===== src/rtl/shade_pkg.sv =====
package shade_pkg;

  // algorithm codes of the mode register
  localparam logic [1:0] MODE_SHA1   = 2'd0;
  localparam logic [1:0] MODE_SHA256 = 2'd1;
  localparam logic [1:0] MODE_SHA512 = 2'd2;
  localparam logic [1:0] MODE_RESET  = MODE_SHA256;

  typedef logic [63:0] dword_t;
  typedef logic [7:0][63:0] wvec_t;

  // round control handed to the round unit
  typedef struct packed {
    logic [1:0] mode;
    logic [6:0] rnd;
  } rctl_t;

  localparam dword_t K64_TABLE [80] = '{
    64'h428a2f98d728ae22, 64'h7137449123ef65cd, 64'hb5c0fbcfec4d3b2f, 64'he9b5dba58189dbbc,
    64'h3956c25bf348b538, 64'h59f111f1b605d019, 64'h923f82a4af194f9b, 64'hab1c5ed5da6d8118,
    64'hd807aa98a3030242, 64'h12835b0145706fbe, 64'h243185be4ee4b28c, 64'h550c7dc3d5ffb4e2,
    64'h72be5d74f27b896f, 64'h80deb1fe3b1696b1, 64'h9bdc06a725c71235, 64'hc19bf174cf692694,
    64'he49b69c19ef14ad2, 64'hefbe4786384f25e3, 64'h0fc19dc68b8cd5b5, 64'h240ca1cc77ac9c65,
    64'h2de92c6f592b0275, 64'h4a7484aa6ea6e483, 64'h5cb0a9dcbd41fbd4, 64'h76f988da831153b5,
    64'h983e5152ee66dfab, 64'ha831c66d2db43210, 64'hb00327c898fb213f, 64'hbf597fc7beef0ee4,
    64'hc6e00bf33da88fc2, 64'hd5a79147930aa725, 64'h06ca6351e003826f, 64'h142929670a0e6e70,
    64'h27b70a8546d22ffc, 64'h2e1b21385c26c926, 64'h4d2c6dfc5ac42aed, 64'h53380d139d95b3df,
    64'h650a73548baf63de, 64'h766a0abb3c77b2a8, 64'h81c2c92e47edaee6, 64'h92722c851482353b,
    64'ha2bfe8a14cf10364, 64'ha81a664bbc423001, 64'hc24b8b70d0f89791, 64'hc76c51a30654be30,
    64'hd192e819d6ef5218, 64'hd69906245565a910, 64'hf40e35855771202a, 64'h106aa07032bbd1b8,
    64'h19a4c116b8d2d0c8, 64'h1e376c085141ab53, 64'h2748774cdf8eeb99, 64'h34b0bcb5e19b48a8,
    64'h391c0cb3c5c95a63, 64'h4ed8aa4ae3418acb, 64'h5b9cca4f7763e373, 64'h682e6ff3d6b2b8a3,
    64'h748f82ee5defb2fc, 64'h78a5636f43172f60, 64'h84c87814a1f0ab72, 64'h8cc702081a6439ec,
    64'h90befffa23631e28, 64'ha4506cebde82bde9, 64'hbef9a3f7b2c67915, 64'hc67178f2e372532b,
    64'hca273eceea26619c, 64'hd186b8c721c0c207, 64'heada7dd6cde0eb1e, 64'hf57d4f7fee6ed178,
    64'h06f067aa72176fba, 64'h0a637dc5a2c898a6, 64'h113f9804bef90dae, 64'h1b710b35131c471b,
    64'h28db77f523047d84, 64'h32caab7b40c72493, 64'h3c9ebe0a15c9bebc, 64'h431d67c49c100d4c,
    64'h4cc5d4becb3e42b6, 64'h597f299cfc657e2a, 64'h5fcb6fab3ad6faec, 64'h6c44198c4a475817
  };

  localparam dword_t IV64_TABLE [8] = '{
    64'h6a09e667f3bcc908, 64'hbb67ae8584caa73b, 64'h3c6ef372fe94f82b, 64'ha54ff53a5f1d36f1,
    64'h510e527fade682d1, 64'h9b05688c2b3e6c1f, 64'h1f83d9abfb41bd6b, 64'h5be0cd19137e2179
  };

  localparam logic [31:0] IV_SHA1_TABLE [8] = '{
    32'h67452301, 32'hEFCDAB89, 32'h98BADCFE, 32'h10325476, 32'hC3D2E1F0,
    32'h0, 32'h0, 32'h0
  };

  localparam logic [31:0] K_SHA1_0 = 32'h5A827999;
  localparam logic [31:0] K_SHA1_1 = 32'h6ED9EBA1;
  localparam logic [31:0] K_SHA1_2 = 32'h8F1BBCDC;
  localparam logic [31:0] K_SHA1_3 = 32'hCA62C1D6;

  function automatic dword_t k64(input logic [6:0] r);
    dword_t v;
    if (r < 7'd80) v = K64_TABLE[r];
    else v = '0;
    return v;
  endfunction

  function automatic logic [31:0] k_sha1(input logic [6:0] r);
    logic [31:0] v;
    if (r < 7'd20) v = K_SHA1_0;
    else if (r < 7'd40) v = K_SHA1_1;
    else if (r < 7'd60) v = K_SHA1_2;
    else v = K_SHA1_3;
    return v;
  endfunction

  // initial chaining value of one entry for a mode
  function automatic dword_t iv(input logic [1:0] mode, input logic [2:0] i);
    dword_t v;
    case (mode)
      MODE_SHA1:   v = {32'h0, IV_SHA1_TABLE[i]};
      MODE_SHA256: v = {32'h0, IV64_TABLE[i][63:32]};
      default:     v = IV64_TABLE[i];
    endcase
    return v;
  endfunction

  function automatic logic [31:0] rotr32(input logic [31:0] x, input int n);
    return (x >> n) | (x << (32 - n));
  endfunction

  function automatic dword_t rotr64(input dword_t x, input int n);
    return (x >> n) | (x << (64 - n));
  endfunction

endpackage


===== src/rtl/shade_round.sv =====
module shade_round (
  input  shade_pkg::rctl_t  ctl,
  input  shade_pkg::wvec_t  wv,
  input  shade_pkg::dword_t hkw,
  input  shade_pkg::dword_t x0,
  input  shade_pkg::dword_t x1,
  input  shade_pkg::dword_t q0,
  input  shade_pkg::dword_t q1,
  output shade_pkg::dword_t w,
  output shade_pkg::wvec_t  wv_next
);

  // schedule word: x0 = w[t-16], x1 = w[t-7] (sha-1: w[t-8]), q0/q1 the other two taps
  always_comb begin
    logic [31:0] g0s;
    logic [31:0] g1s;
    shade_pkg::dword_t g0l;
    shade_pkg::dword_t g1l;
    g0s = shade_pkg::rotr32(q0[31:0], 7) ^ shade_pkg::rotr32(q0[31:0], 18) ^ (q0[31:0] >> 3);
    g1s = shade_pkg::rotr32(q1[31:0], 17) ^ shade_pkg::rotr32(q1[31:0], 19) ^ (q1[31:0] >> 10);
    g0l = shade_pkg::rotr64(q0, 1) ^ shade_pkg::rotr64(q0, 8) ^ (q0 >> 7);
    g1l = shade_pkg::rotr64(q1, 19) ^ shade_pkg::rotr64(q1, 61) ^ (q1 >> 6);
    if (ctl.rnd < 7'd16) begin
      w = (ctl.mode == shade_pkg::MODE_SHA512) ? x0 : {32'h0, x0[31:0]};
    end else begin
      case (ctl.mode)
        shade_pkg::MODE_SHA1:
          w = {32'h0, shade_pkg::rotr32(x0[31:0] ^ x1[31:0] ^ q0[31:0] ^ q1[31:0], 31)};
        shade_pkg::MODE_SHA256:
          w = {32'h0, x0[31:0] + g0s + x1[31:0] + g1s};
        default:
          w = x0 + g0l + x1 + g1l;
      endcase
    end
  end

  // one compression round; hkw already holds h (sha-1: e) + k + w
  always_comb begin
    logic [31:0] a, b, c, d, e, f, g, t1s, s0s, s1s, chs, mjs, fs;
    shade_pkg::dword_t t1l, s0l, s1l, chl, mjl;
    a = wv[0][31:0];
    b = wv[1][31:0];
    c = wv[2][31:0];
    d = wv[3][31:0];
    e = wv[4][31:0];
    f = wv[5][31:0];
    g = wv[6][31:0];
    s1s = shade_pkg::rotr32(e, 6) ^ shade_pkg::rotr32(e, 11) ^ shade_pkg::rotr32(e, 25);
    chs = (e & f) ^ (~e & g);
    t1s = hkw[31:0] + s1s + chs;
    s0s = shade_pkg::rotr32(a, 2) ^ shade_pkg::rotr32(a, 13) ^ shade_pkg::rotr32(a, 22);
    mjs = (a & b) ^ (a & c) ^ (b & c);
    s1l = shade_pkg::rotr64(wv[4], 14) ^ shade_pkg::rotr64(wv[4], 18)
        ^ shade_pkg::rotr64(wv[4], 41);
    chl = (wv[4] & wv[5]) ^ (~wv[4] & wv[6]);
    t1l = hkw + s1l + chl;
    s0l = shade_pkg::rotr64(wv[0], 28) ^ shade_pkg::rotr64(wv[0], 34)
        ^ shade_pkg::rotr64(wv[0], 39);
    mjl = (wv[0] & wv[1]) ^ (wv[0] & wv[2]) ^ (wv[1] & wv[2]);
    if (ctl.rnd < 7'd20) fs = (b & c) | (~b & d);
    else if (ctl.rnd < 7'd40) fs = b ^ c ^ d;
    else if (ctl.rnd < 7'd60) fs = (b & c) | (b & d) | (c & d);
    else fs = b ^ c ^ d;
    wv_next = wv;
    case (ctl.mode)
      shade_pkg::MODE_SHA1: begin
        wv_next[4] = {32'h0, d};
        wv_next[3] = {32'h0, c};
        wv_next[2] = {32'h0, shade_pkg::rotr32(b, 2)};
        wv_next[1] = {32'h0, a};
        wv_next[0] = {32'h0, shade_pkg::rotr32(a, 27) + fs + hkw[31:0]};
      end
      shade_pkg::MODE_SHA256: begin
        wv_next[7] = {32'h0, g};
        wv_next[6] = {32'h0, f};
        wv_next[5] = {32'h0, e};
        wv_next[4] = {32'h0, d + t1s};
        wv_next[3] = {32'h0, c};
        wv_next[2] = {32'h0, b};
        wv_next[1] = {32'h0, a};
        wv_next[0] = {32'h0, t1s + s0s + mjs};
      end
      default: begin
        wv_next[7] = wv[6];
        wv_next[6] = wv[5];
        wv_next[5] = wv[4];
        wv_next[4] = wv[3] + t1l;
        wv_next[3] = wv[2];
        wv_next[2] = wv[1];
        wv_next[1] = wv[0];
        wv_next[0] = t1l + s0l + mjl;
      end
    endcase
  end

endmodule


===== config.mk =====
export PLATFORM = sky130hd
export DESIGN_NAME = shade_round
export DESIGN_NICKNAME = d
export VERILOG_FILES = /design/src/rtl/shade_pkg.sv /design/src/rtl/shade_round.sv
export SDC_FILE = /design/constraint.sdc
export NUM_CORES = 2
export LEC_CHECK = 0
export BUFFER_PORTS_ARGS = -buffer_cell sky130_fd_sc_hd__buf_2
export CAP_MARGIN = 20
export CORE_AREA = 8 8 550 552
export DETAILED_ROUTE_END_ITERATION = 8
export DIE_AREA = 0 0 558 560
export SYNTH_ARGS = -nofsm -noshare
export SYNTH_HDL_FRONTEND = slang
export SYNTH_SLANG_ARGS = --single-unit

===== constraint.sdc =====
create_clock -name vclk -period 10
set_input_delay 0.5 -clock vclk [all_inputs]
set_output_delay 0.5 -clock vclk [all_outputs]
set_load 0.02 [all_outputs]

==> run_summary.xml <==
<?xml version="1.0" encoding="UTF-8"?>
<metrics>
  <group name="status">
    <metric name="status" unit="">finished, final reports clean</metric>
  </group>
  <group name="drt">
    <metric name="viasPerCell" unit="">4.65</metric>
    <metric name="routed_wirelength" unit="mm">392</metric>
    <metric name="routed-via-count" unit="">56800</metric>
    <metric name="drtAntennaViolNets" unit="">0</metric>
    <metric name="drc_violations_left" unit="">0</metric>
    <metric name="route.detailed.wl_per_inst" unit="um">32.1</metric>
    <metric name="initialDrtViolationCount" unit="">5020</metric>
    <metric name="drt-pass1-iter-count" unit="">6</metric>
  </group>
  <group name="global_routing">
    <metric name="grt_pass1_vias" unit="">55600</metric>
    <metric name="grt_antenna_before_repair" unit="">156</metric>
    <metric name="grt_start_max_net_pins" unit="">216</metric>
    <metric name="grt_util_all_layers" unit="%">23.7</metric>
    <metric name="gr-total-overflow" unit="">0</metric>
    <metric name="wire_length_of_the_first_global_routing_pass" unit="mm">505</metric>
  </group>
  <group name="synthesis">
    <metric name="synth.area.mux_share" unit="%">2.51</metric>
    <metric name="synth_compound_gate_area_share" unit="%">20.2</metric>
    <metric name="yosysTopAreaCell" unit="">sky130_fd_sc_hd__fa_1</metric>
    <metric name="synthDominantCellAreaShare" unit="%">17.5</metric>
    <metric name="synth.top_cells.by_area" unit="">sky130_fd_sc_hd__fa_1, sky130_fd_sc_hd__xnor2_1, sky130_fd_sc_hd__ha_1</metric>
    <metric name="synth_warnings" unit="">0</metric>
    <metric name="yosys.area_share.simple" unit="%">16.4</metric>
    <metric name="post_synth.cell_area_avg" unit="um^2">7.09</metric>
    <metric name="mappedNetlistArea" unit="um^2">51000</metric>
    <metric name="synth_cells" unit="">7192</metric>
    <metric name="synthesis.nets" unit="">8945</metric>
    <metric name="synth_cell_types" unit="">90</metric>
    <metric name="synth_sequential_area_ratio" unit="%">0</metric>
    <metric name="post_synth_top_cells" unit="">sky130_fd_sc_hd__inv_1, sky130_fd_sc_hd__nand2_1, sky130_fd_sc_hd__xnor2_1</metric>
    <metric name="yosys.area_share.adder" unit="%">29.0</metric>
    <metric name="synth_top_family_by_area" unit="">adder cells</metric>
    <metric name="synth.most_common_cell" unit="">sky130_fd_sc_hd__inv_1</metric>
    <metric name="xor_and_xnor_area_share_after_synthesis" unit="%">20.9</metric>
  </group>
  <group name="cells_and_area">
    <metric name="drive_gt1_share" unit="%">19.4</metric>
    <metric name="fill_cells" unit="">33700</metric>
    <metric name="area.growth.synth_to_final" unit="%">21.2</metric>
    <metric name="n_clock_buffer" unit="">0</metric>
    <metric name="layout.area.seq" unit="um^2">0</metric>
    <metric name="fin_nets" unit="">9965</metric>
    <metric name="layout.sequential_cells" unit="">0</metric>
  </group>
  <group name="clock_network">
    <metric name="post_cts_hold_buffer_count" unit="">0</metric>
    <metric name="post_cts_resize_count" unit="">0</metric>
    <metric name="post-cts-setup-buffers" unit="">0</metric>
  </group>
  <group name="placement">
    <metric name="hpwlAfterDp" unit="mm">355</metric>
    <metric name="place_congestion" unit="">1.02</metric>
    <metric name="io_buffer_count" unit="">1415</metric>
  </group>
  <group name="sta">
    <metric name="period_share" unit="%">94.7</metric>
    <metric name="period_minus_slack" unit="ns">9.47</metric>
    <metric name="totalNegativeSetupSlack" unit="ns">0</metric>
    <metric name="timing.final.max_slew_violations" unit="">0</metric>
    <metric name="grt_setup_unrepaired" unit="">no</metric>
    <metric name="tightest_slew" unit="ns">1.34</metric>
    <metric name="fmax" unit="MHz">106</metric>
    <metric name="report.final.hold_viol_count" unit="">0</metric>
    <metric name="timing.final.setup_violations" unit="">0</metric>
    <metric name="max-slew-margin-rel" unit="%">11.0</metric>
  </group>
  <group name="flow_run">
    <metric name="cap_violations" unit="">0</metric>
  </group>
  <group name="floorplan">
    <metric name="std_cell_rows" unit="">199</metric>
    <metric name="die_h" unit="um">560</metric>
    <metric name="die_x" unit="um">558</metric>
    <metric name="initial_utilization" unit="%">17.4</metric>
    <metric name="ioPinCount" unit="">1417</metric>
    <metric name="floorplan.die_area" unit="um^2">312000</metric>
    <metric name="coreArea" unit="um^2">293000</metric>
  </group>
  <group name="setup_path">
    <metric name="critPathMostFrequentCell" unit="">sky130_fd_sc_hd__a21oi_1</metric>
    <metric name="biggest_cell_delay_along_the_critical_path" unit="ns">0.62</metric>
    <metric name="crit_slowest_cell" unit="">sky130_fd_sc_hd__a2bb2oi_1</metric>
    <metric name="timing.critical_path.buf_inv" unit="">5</metric>
    <metric name="endpoint_kind" unit="">output port</metric>
    <metric name="critical_path_arrival" unit="ns">8.97</metric>
    <metric name="timing.critical_path.required" unit="ns">9.50</metric>
    <metric name="critical-path-top-delay-family" unit="">compound AO/OA/AOI/OAI gates</metric>
    <metric name="worst_setup_start_kind" unit="">input pin</metric>
    <metric name="critical_path.max_fanout" unit="">8</metric>
    <metric name="timing_worst_setup_path_type" unit="">input pin to output port</metric>
  </group>
  <group name="min_path">
    <metric name="hold_path.class" unit="">input pin to output port</metric>
    <metric name="min_to" unit="">wv_next[71]</metric>
    <metric name="min-delay-start" unit="">wv[7]</metric>
    <metric name="hold-path-cell-count" unit="">2</metric>
  </group>
</metrics>
## worst max-delay path by stage
| stage | from | to | slack [ns] | depth (start not counted) |
|---|---|---|---|---|
| global placement | wv[298] | wv_next[61] | 0.59 | 34 |
| global route | wv[298] | wv_next[56] | 0.15 | 32 |
| finish | wv[276] | wv_next[56] | 0.53 | 32 |
| CTS | wv[298] | wv_next[56] | 0.60 | 32 |
| detailed placement | wv[298] | wv_next[56] | 0.64 | 32 |
| floorplan | wv[275] | wv_next[56] | 2.17 | 31 |
## metal layers
metal	share of wire [%]	track usage, %
met5	0.055	0
met4	8.0	15.3
met1	39	28.2
met2	44	37.9
met3	8.4	5.67
## area by class of cell
class | instances | area (um^2) | share of cell area (%)
antenna | 82 | 205 | 0.332
inverter | 963 | 3620 | 5.85
multi-input combinational | 5753 | 45400 | 73.4
tap | 3919 | 4900 | 7.93
timing repair buffer | 1494 | 7710 | 12.5
## logic make-up after synthesis
kind of cell               count (synthesis)
xor gates and xnor gates                1215
buffers and inverters                   1439
muxes                                    122
and+or+nand+nor                         1856
adders and majority gates                913
AOI/OAI and AO/OA                       1647
## layout by cell type, fill, tap and decap left out, types with 64 or more instances in the layout
| cell | n |
|---|---|
| sky130_fd_sc_hd__buf_2 | 1413 |
| sky130_fd_sc_hd__inv_1 | 958 |
| sky130_fd_sc_hd__nand2_1 | 949 |
| sky130_fd_sc_hd__xnor2_1 | 739 |
| sky130_fd_sc_hd__xor2_1 | 476 |
| sky130_fd_sc_hd__a21oi_1 | 475 |
| sky130_fd_sc_hd__ha_1 | 466 |
| sky130_fd_sc_hd__fa_1 | 446 |
| sky130_fd_sc_hd__o21ai_0 | 403 |
| sky130_fd_sc_hd__nor2_1 | 319 |
| sky130_fd_sc_hd__a21o_1 | 256 |
| sky130_fd_sc_hd__and2_1 | 122 |
| sky130_fd_sc_hd__nand3_1 | 94 |
| sky130_fd_sc_hd__diode_2 | 82 |
| sky130_fd_sc_hd__buf_4 | 78 |
| sky130_fd_sc_hd__nand4_1 | 77 |
| sky130_fd_sc_hd__mux2i_1 | 76 |
| sky130_fd_sc_hd__o21bai_1 | 69 |
| sky130_fd_sc_hd__a211oi_1 | 64 |
## stage by stage
step                      hold WS [ns]  cell area, um^2  util [%]  setup slack [ns]  instances
final                             1.26            61800      21.1             0.530      12200
after global routing              1.28            61700      21.1             0.150      12200
after CTS                         1.27            61600      21.0             0.602      12100
after global placement            1.26            61600      21.0             0.593      12100
after floorplan                   1.11            51000         -              2.17       7192
after detailed placement          1.27            61600      21.0             0.636      12100
